**config.mk**
```make
export PLATFORM = sky130hd
export DESIGN_NAME = lidar_range_frame_parser_top
export DESIGN_NICKNAME = d
export VERILOG_FILES = /design/src/rtl/lrfp_pkg.sv /design/src/rtl/lidar_range_frame_parser_top.sv /design/src/rtl/lrfp_cfg_regs.sv /design/src/rtl/lrfp_frame_asm.sv /design/src/rtl/lrfp_result.sv
export VERILOG_INCLUDE_DIRS = /design/src /design/src/rtl
export SDC_FILE = /design/constraint.sdc
export NUM_CORES = 1
export LEC_CHECK = 0
export BUFFER_PORTS_ARGS = -buffer_cell sky130_fd_sc_hd__buf_2
export CAP_MARGIN = 10
export CORE_ASPECT_RATIO = 2
export CORE_MARGIN = 5
export CORE_UTILIZATION = 40
export DETAILED_ROUTE_END_ITERATION = 10
export PLACE_DENSITY_LB_ADDON = 0.25
export RECOVER_POWER = 100
export SETUP_SLACK_MARGIN = 0.15
export SLEW_MARGIN = 25
export SYNTH_ARGS = -nofsm -noshare
export SYNTH_HDL_FRONTEND = slang
export SYNTH_SLANG_ARGS = --single-unit
```
**constraint.sdc**
```tcl
create_clock -name i_clk -period 19.7 [get_ports i_clk]
set_clock_uncertainty 0.1 [all_clocks]
set_input_delay 0.985 -clock i_clk [delete_from_list [all_inputs] [get_ports i_clk]]
set_output_delay 0.985 -clock i_clk [all_outputs]
set_load 0.02 [all_outputs]
```
**src/rtl/lidar_range_frame_parser_top_defines.svh**
```systemverilog
// Assertion macros shared by the frame parser RTL.
// Needs no other file; included by modules that carry assertions.
`ifndef LIDAR_RANGE_FRAME_PARSER_TOP_DEFINES_SVH
`define LIDAR_RANGE_FRAME_PARSER_TOP_DEFINES_SVH

// Same-cycle implication, disabled while reset is active.
`define LRFP_ASSERT_NOW(label, clk, rst_n, ante, cons) \
    label: assert property (@(posedge clk) disable iff (!rst_n) (ante) |-> (cons)) \
        else $error("lrfp assertion failed");

// Next-cycle implication, disabled while reset is active.
`define LRFP_ASSERT_NEXT(label, clk, rst_n, ante, cons) \
    label: assert property (@(posedge clk) disable iff (!rst_n) (ante) |=> (cons)) \
        else $error("lrfp assertion failed");

`endif

```
**src/rtl/lrfp_pkg.sv**
```systemverilog
// Types and constants of the rangefinder frame parser.
// Used by every module of the block; depends on nothing.
package lrfp_pkg;

    localparam logic [7:0]  HEADER_BYTE      = 8'h59;
    localparam logic [15:0] INVALID_STRENGTH = 16'hFFFF;
    localparam logic [16:0] TEMP_OFFSET      = 17'd2048;

    // Frame position counter values.
    localparam logic [3:0] POS_HUNT   = 4'd0;
    localparam logic [3:0] POS_HDR2   = 4'd1;
    localparam logic [3:0] POS_CKSUM  = 4'd8;
    localparam logic [3:0] POS_DATA0  = 4'd2;

    localparam int PAYLOAD_BYTES = 6;

    // Configuration register indexes.
    localparam logic [1:0] CFG_STRENGTH_FLOOR   = 2'd0;
    localparam logic [1:0] CFG_DISTANCE_CEILING = 2'd1;
    localparam logic [1:0] CFG_DISTANCE_FLOOR   = 2'd2;

    localparam logic [15:0] RST_STRENGTH_FLOOR   = 16'd100;
    localparam logic [15:0] RST_DISTANCE_CEILING = 16'd1100;
    localparam logic [15:0] RST_DISTANCE_FLOOR   = 16'd1;

    typedef struct packed {
        logic [15:0] strength_floor;
        logic [15:0] distance_ceiling;
        logic [15:0] distance_floor;
    } t_cfg;

    // Raw fields of one frame whose checksum matched.
    typedef struct packed {
        logic [15:0] distance;
        logic [15:0] strength;
        logic [15:0] temp_raw;
    } t_frame;

endpackage

```
**src/rtl/lidar_range_frame_parser_top.sv**
```systemverilog
// Rangefinder serial frame parser, top level. One byte is taken per cycle while o_in_ready is high.
// A result is presented once the checksum byte of a good frame is accepted: that
// edge loads the frame capture register, then the output register loads it when empty or being drained.
// A byte is refused only while a finished frame waits behind a stalled output.
// Reset is synchronous, active low; it clears position, sum, history and the
// valid flags and loads the register defaults. Depends on lrfp_pkg and submodules.
module lidar_range_frame_parser_top (
    input  logic                i_clk,
    input  logic                i_rst_n,
    input  logic                i_cfg_we,
    input  logic [1:0]          i_cfg_index,
    input  logic [15:0]         i_cfg_data,
    input  logic                i_in_valid,
    output logic                o_in_ready,
    input  logic [7:0]          i_rx_byte,
    output logic                o_out_valid,
    input  logic                i_out_ready,
    output logic [15:0]         o_distance_cm,
    output logic [15:0]         o_signal_strength,
    output logic signed [16:0]  o_temperature_eighths,
    output logic signed [20:0]  o_velocity,
    output logic signed [24:0]  o_acceleration,
    output logic                o_ground_healthy
);

    lrfp_pkg::t_cfg     w_cfg;
    lrfp_pkg::t_frame   w_frame;
    logic               w_frame_valid;
    logic               w_take;
    logic               w_accept;

    // A pending frame must move on before another byte may complete a frame.
    assign o_in_ready = !w_frame_valid || w_take;
    assign w_accept   = i_in_valid && o_in_ready;

    lrfp_cfg_regs u_cfg (
        .i_clk       (i_clk),
        .i_rst_n     (i_rst_n),
        .i_cfg_we    (i_cfg_we),
        .i_cfg_index (i_cfg_index),
        .i_cfg_data  (i_cfg_data),
        .o_cfg       (w_cfg)
    );

    lrfp_frame_asm u_asm (
        .i_clk         (i_clk),
        .i_rst_n       (i_rst_n),
        .i_accept      (w_accept),
        .i_rx_byte     (i_rx_byte),
        .i_take        (w_take),
        .o_frame_valid (w_frame_valid),
        .o_frame       (w_frame)
    );

    lrfp_result u_res (
        .i_clk                 (i_clk),
        .i_rst_n               (i_rst_n),
        .i_cfg                 (w_cfg),
        .i_frame_valid         (w_frame_valid),
        .i_frame               (w_frame),
        .o_take                (w_take),
        .o_out_valid           (o_out_valid),
        .i_out_ready           (i_out_ready),
        .o_distance_cm         (o_distance_cm),
        .o_signal_strength     (o_signal_strength),
        .o_temperature_eighths (o_temperature_eighths),
        .o_velocity            (o_velocity),
        .o_acceleration        (o_acceleration),
        .o_ground_healthy      (o_ground_healthy)
    );

endmodule

```
**src/rtl/lrfp_cfg_regs.sv**
```systemverilog
// Configuration register file of the frame parser.
// Depends on lrfp_pkg.
module lrfp_cfg_regs (
    input  logic                i_clk,
    input  logic                i_rst_n,
    input  logic                i_cfg_we,
    input  logic [1:0]          i_cfg_index,
    input  logic [15:0]         i_cfg_data,
    output lrfp_pkg::t_cfg      o_cfg
);

    lrfp_pkg::t_cfg r_cfg;

    // Decode the write; an index past the last register is ignored.
    always_ff @(posedge i_clk) begin
        if (!i_rst_n) begin
            r_cfg.strength_floor   <= lrfp_pkg::RST_STRENGTH_FLOOR;
            r_cfg.distance_ceiling <= lrfp_pkg::RST_DISTANCE_CEILING;
            r_cfg.distance_floor   <= lrfp_pkg::RST_DISTANCE_FLOOR;
        end else if (i_cfg_we) begin
            unique case (i_cfg_index)
                lrfp_pkg::CFG_STRENGTH_FLOOR:   r_cfg.strength_floor   <= i_cfg_data;
                lrfp_pkg::CFG_DISTANCE_CEILING: r_cfg.distance_ceiling <= i_cfg_data;
                lrfp_pkg::CFG_DISTANCE_FLOOR:   r_cfg.distance_floor   <= i_cfg_data;
                default: ;
            endcase
        end
    end

    assign o_cfg = r_cfg;

endmodule

```
**src/rtl/lrfp_frame_asm.sv**
```systemverilog
// Header hunt, byte collection and checksum check of the frame parser.
// Depends on lrfp_pkg and the assertion macro header.
`include "lidar_range_frame_parser_top_defines.svh"

module lrfp_frame_asm (
    input  logic                i_clk,
    input  logic                i_rst_n,
    input  logic                i_accept,
    input  logic [7:0]          i_rx_byte,
    input  logic                i_take,
    output logic                o_frame_valid,
    output lrfp_pkg::t_frame    o_frame
);

    logic [3:0]             r_pos;
    logic [3:0]             n_pos;
    logic [7:0]             r_sum;
    logic [7:0]             n_sum;
    logic [7:0]             r_bytes [lrfp_pkg::PAYLOAD_BYTES];
    logic                   r_fv;
    lrfp_pkg::t_frame       r_frame;
    logic                   w_good;
    logic [3:0]             w_slot_full;
    logic [2:0]             w_slot;

    assign w_slot_full = r_pos - lrfp_pkg::POS_DATA0;
    assign w_slot      = w_slot_full[2:0];

    // Next position and running sum for the accepted byte.
    always_comb begin
        n_pos  = r_pos;
        n_sum  = r_sum;
        w_good = 1'b0;
        if (r_pos == lrfp_pkg::POS_HUNT) begin
            if (i_rx_byte == lrfp_pkg::HEADER_BYTE) begin
                n_sum = i_rx_byte;
                n_pos = lrfp_pkg::POS_HDR2;
            end
        end else if (r_pos == lrfp_pkg::POS_HDR2) begin
            if (i_rx_byte == lrfp_pkg::HEADER_BYTE) begin
                n_sum = r_sum + i_rx_byte;
                n_pos = lrfp_pkg::POS_DATA0;
            end else begin
                n_pos = lrfp_pkg::POS_HUNT;
            end
        end else if (r_pos < lrfp_pkg::POS_CKSUM) begin
            n_sum = r_sum + i_rx_byte;
            n_pos = r_pos + 4'd1;
        end else begin
            // Checksum byte, or a position that cannot occur: back to hunting.
            w_good = (r_pos == lrfp_pkg::POS_CKSUM) && (i_rx_byte == r_sum);
            n_pos  = lrfp_pkg::POS_HUNT;
        end
    end

    // Control state: position, sum and the pending-frame flag.
    always_ff @(posedge i_clk) begin
        if (!i_rst_n) begin
            r_pos <= lrfp_pkg::POS_HUNT;
            r_sum <= 8'd0;
            r_fv  <= 1'b0;
        end else begin
            if (i_take) begin
                r_fv <= 1'b0;
            end
            if (i_accept) begin
                r_pos <= n_pos;
                r_sum <= n_sum;
                if (w_good) begin
                    r_fv <= 1'b1;
                end
            end
        end
    end

    // Payload bytes and the captured frame fields.
    always_ff @(posedge i_clk) begin
        if (i_accept && r_pos >= lrfp_pkg::POS_DATA0 && r_pos < lrfp_pkg::POS_CKSUM) begin
            r_bytes[w_slot] <= i_rx_byte;
        end
        if (i_accept && w_good) begin
            r_frame.distance <= {r_bytes[1], r_bytes[0]};
            r_frame.strength <= {r_bytes[2], r_bytes[3]};
            r_frame.temp_raw <= {r_bytes[4], r_bytes[5]};
        end
    end

    assign o_frame_valid = r_fv;
    assign o_frame       = r_frame;

    `LRFP_ASSERT_NOW(a_pos_range, i_clk, i_rst_n, 1'b1, r_pos <= lrfp_pkg::POS_CKSUM)
    `LRFP_ASSERT_NEXT(a_pending_kept, i_clk, i_rst_n, r_fv && !i_take, r_fv)
    `LRFP_ASSERT_NEXT(a_cksum_restart, i_clk, i_rst_n,
        i_accept && r_pos == lrfp_pkg::POS_CKSUM, r_pos == lrfp_pkg::POS_HUNT)
    `LRFP_ASSERT_NEXT(a_frame_from_cksum, i_clk, i_rst_n, !r_fv,
        !r_fv || ($past(i_accept) && $past(r_pos) == lrfp_pkg::POS_CKSUM))

endmodule

```
**src/rtl/lrfp_result.sv**
```systemverilog
// Result computation and output register of the frame parser: temperature,
// rates from the previous frame, health flag. Depends on lrfp_pkg.
module lrfp_result (
    input  logic                i_clk,
    input  logic                i_rst_n,
    input  lrfp_pkg::t_cfg      i_cfg,
    input  logic                i_frame_valid,
    input  lrfp_pkg::t_frame    i_frame,
    output logic                o_take,
    output logic                o_out_valid,
    input  logic                i_out_ready,
    output logic [15:0]         o_distance_cm,
    output logic [15:0]         o_signal_strength,
    output logic signed [16:0]  o_temperature_eighths,
    output logic signed [20:0]  o_velocity,
    output logic signed [24:0]  o_acceleration,
    output logic                o_ground_healthy
);

    logic                 r_out_valid;
    logic [15:0]          r_prev_dist;
    logic signed [20:0]   r_prev_vel;
    logic [15:0]          r_dist;
    logic [15:0]          r_str;
    logic signed [16:0]   r_temp;
    logic signed [20:0]   r_vel;
    logic signed [24:0]   r_acc;
    logic                 r_healthy;
    logic signed [20:0]   w_ddist;
    logic signed [20:0]   w_vel;
    logic signed [24:0]   w_dvel;
    logic signed [24:0]   w_acc;
    logic signed [16:0]   w_temp;
    logic                 w_healthy;
    logic                 w_take;

    // The output register loads a pending frame whenever it is empty or being drained.
    assign w_take = i_frame_valid && (!r_out_valid || i_out_ready);

    // Times ten as shift-and-add.
    assign w_ddist = $signed({5'd0, i_frame.distance}) - $signed({5'd0, r_prev_dist});
    assign w_vel   = (w_ddist <<< 3) + (w_ddist <<< 1);
    assign w_dvel  = 25'(w_vel) - 25'(r_prev_vel);
    assign w_acc   = (w_dvel <<< 3) + (w_dvel <<< 1);
    assign w_temp  = $signed({1'b0, i_frame.temp_raw}) - $signed(lrfp_pkg::TEMP_OFFSET);

    assign w_healthy = (i_frame.strength != lrfp_pkg::INVALID_STRENGTH) &&
                       (i_frame.strength >= i_cfg.strength_floor) &&
                       (i_frame.distance <= i_cfg.distance_ceiling) &&
                       (i_frame.distance > i_cfg.distance_floor);

    // Control state and the history used for the rates.
    always_ff @(posedge i_clk) begin
        if (!i_rst_n) begin
            r_out_valid <= 1'b0;
            r_prev_dist <= 16'd0;
            r_prev_vel  <= 21'sd0;
        end else begin
            if (w_take) begin
                r_out_valid <= 1'b1;
                r_prev_dist <= i_frame.distance;
                r_prev_vel  <= w_vel;
            end else if (i_out_ready) begin
                r_out_valid <= 1'b0;
            end
        end
    end

    // Result payload.
    always_ff @(posedge i_clk) begin
        if (w_take) begin
            r_dist    <= i_frame.distance;
            r_str     <= i_frame.strength;
            r_temp    <= w_temp;
            r_vel     <= w_vel;
            r_acc     <= w_acc;
            r_healthy <= w_healthy;
        end
    end

    assign o_take                = w_take;
    assign o_out_valid           = r_out_valid;
    assign o_distance_cm         = r_dist;
    assign o_signal_strength     = r_str;
    assign o_temperature_eighths = r_temp;
    assign o_velocity            = r_vel;
    assign o_acceleration        = r_acc;
    assign o_ground_healthy      = r_healthy;

endmodule
```
==> results.toml <==
[cts]
ctsHoldBuffers = 0
cts_tree = "built"
cts_sinks = 287
clk_latency_ns = 0.55
h-tree-depth = 1
post_cts_buffers = 0
clk_path_buf_depth = 3
cts_root_buf = "clkbuf_16"
cts_buffers = 27
path_clk_slew_ns = 0.07
ctsResizeCount = 0

[synth]
synth_flop_cell = "edfxtp_1"
yosysMostFrequentCell = "edfxtp_1"
seq_area_frac_synth_pct = 51.1
synthTopCellsByCount = "edfxtp_1, nand2_1, a21oi_1, ha_1, inv_1"
async_flop_share_pct = 0
synth_edf_count = 189
netlist_instances = 1399
ys_top_cells_by_area = "edfxtp_1, dfxtp_1, ha_1"
synth_top_area_cell = "edfxtp_1"
yosysWarnings = 0
synth_top_area_share_pct = 38.0
ys_seq_elements = 287
synthDistinctLibCells = 93
synth_area_um2 = 14900
postSynthAreaPerCell_um2 = 10.7

[place]
globalplace.congestion = 0.832
dpl_cell_area_um2 = 16000
port_buffers = 125
place_ws_ns = 12.13
place_inst = 1945
dp_hpwl_mm = 26.4

[floorplanning]
die_h_um = 283
die_area_um2 = 41600
die_w_um = 147
coreArea_um2 = 37000
placementRows = 100
io_pins = 129
start_util_pct = 40.3

[outcome]
violations = "capacitance limit, slew limit"
outcome = "finished with violations"

[global_routing]
grtUsageTotal_pct = 16.3
overflow = 0
grt_max_degree = 82
grt_pass1_wl_mm = 54.1
grt_pass1_vias = 10636
antenna_found_initial = 1

[setup_path]
critPathMaxFanout = 9
critPathLaunchType = "register"
critPathKind = "register to register"
crit_path_end_kind = "register"
crit_required_ns = 19.90
crit_arrival_ns = 8.43

[route]
antenna_left = 0
wire_per_inst_um = 17.5
wl_mm = 34.8
first_pass_iters = 7
viasPerCell = 5.22
drc = 0
drt_iter0_drc = 330
dr_total_vias = 10404

[timing]
setup_violations = 0
tns_ns = 0
layout_min_cycle_time_ns = 8.23
hold_violations = 0
max_slew.worst_pin.slew_ns = 4.26
max_freq_mhz = 122
rsz0062_at_grt = "no"
timing.hold.ws_ns = 0.316
relSlewSlack_pct = -184
setup_slack_ns = 11.47
slew_violations = 299
post-route-period-util_pct = 41.8

[pwr]
p_switching_uw = 256
clockPowerShare_pct = 43.7
combPwrFrac_pct = 2.7
p_leak_nw = 5.90
p_int_uw = 940
power_density_nw_per_um2 = 71.9
totalPowerFinal_mw = 1.20
peakVddDrop_mv = 0.0732
swShare_pct = 21.4
seq_power_share_pct = 53.6

[cells_and_area]
fill_cells = 3573
antenna_cells = 0
fin_area_um2 = 16600
drive_gt1_share_pct = 6.06
fin_util_pct = 44.9
final_cells = 1994
syn_to_final_growth_pct = 11.2
final_nets = 1678

[worst_hold_path]
hold_path_class = "register to register"

[run]
maxCapViolCount = 7
## worst max-delay path, cell delays in order (launching register included)
cell,delay (ns)
edfxtp_1,0.46
ha_1,0.47
a21o_4,0.27
a21oi_1,0.44
a31oi_1,0.27
xnor2_1,0.39
ha_1,0.24
a21o_1,0.16
a211o_1,0.11
o32ai_1,0.11
o41ai_1,0.67
a31o_4,0.27
xor2_1,0.24
ha_1,0.31
and3_1,0.26
nand2_1,0.11
or3b_1,0.41
a31oi_1,0.56
o21ai_0,0.24
xnor2_1,0.42
ha_1,0.33
a21o_1,0.18
a21o_1,0.18
a211oi_1,0.21
o21ai_0,0.12
maj3_1,0.36
o21a_1,0.11
## routing by layer
layer / up-vias / wire length, µm / GRT usage, % / share of wire (%)
li1: 5222 / - / - / -
met1: 4941 / 11700 / 14.5 / 34
met2: 175 / 20700 / 34.9 / 59
met3: 64 / 1330 / 2.48 / 3.8
met4: 2 / 1090 / 5.84 / 3.1
met5: - / 11 / 0 / 0.032
## power groups by stage
stage | sequential, mW | combinational [mW] | clock [mW]
after floorplan | 0.653 | 0.0192 | 0
after global placement | 0.653 | 0.0325 | 0
after detailed placement | 0.654 | 0.0335 | 0
after CTS | 0.640 | 0.0336 | 0.540
after global routing | 0.640 | 0.0363 | 0.564
final | 0.640 | 0.0323 | 0.522
## kinds of logic (layout without fill, tap and decap cells)
kind of cell,Yosys count,in the layout,synth area share (%)
simple gates,380,380,11.9
compound gates,341,341,15.6
flops,287,287,51.1
buf+inv,167,301,4.54
fa+ha+maj,134,134,11.4
xor+xnor,78,78,4.62
mux,11,11,0.796
other cells,1,3,0.0251
## registers in the layout, summed over array words and instances (netlist names), 16 cells and up
| name | count |
|---|---|
| u_asm.o_frame | 48 |
| u_res.o_acceleration | 23 |
| u_asm.r_bytes | 48 |
| u_res.o_distance_cm | 16 |
| u_res.o_velocity | 20 |
| u_res.r_prev_dist | 16 |
| u_res.o_temperature_eighths | 17 |
| u_res.o_signal_strength | 16 |
| u_cfg.o_cfg | 48 |
| u_res.r_prev_vel | 20 |
## final cells by class
cell class | instances | area, µm² | area share, %
Clock buffer | 31 | 721 | 4.34
Tap cell | 459 | 574 | 3.46
Inverter | 121 | 455 | 2.74
Sequential cell | 287 | 7640 | 46.0
Multi-Input combinational cell | 947 | 6550 | 39.4
Clock inverter | 18 | 161 | 0.971
Timing Repair Buffer | 131 | 520 | 3.13
## cell usage in the layout (no fill, tap or decap), types with 11 or more instances in the layout
cell type and n:
o21a_1 20, clkbuf_16 27, nand4_1 19, nand3_1 15, inv_1 120, a21o_1 34, o211ai_1 11, edfxtp_1 189
buf_2 20, a211oi_1 20, nand2b_1 19, xor2_1 22, nor2_1 69, nand2_1 182, a21oi_1 139, dfxtp_1 98
nor3_1 14, o21ai_0 32, xnor2_1 56, ha_1 127, clkbuf_1 111, nor2b_1 21
## path summary, 6_finish.rpt
kind	slack [ns]	start	endpoint	cells past startpoint
max	11.47	u_asm.o_frame[36]	u_res.o_acceleration[24]	26
min	0.32	u_asm.r_bytes[2][3]	u_asm.o_frame[27]	0
max reg2reg	11.47	u_asm.o_frame[36]	u_res.o_acceleration[24]	26
min reg2reg	0.32	u_asm.r_bytes[2][3]	u_asm.o_frame[27]	0
Power figures use the tool's default switching activity.
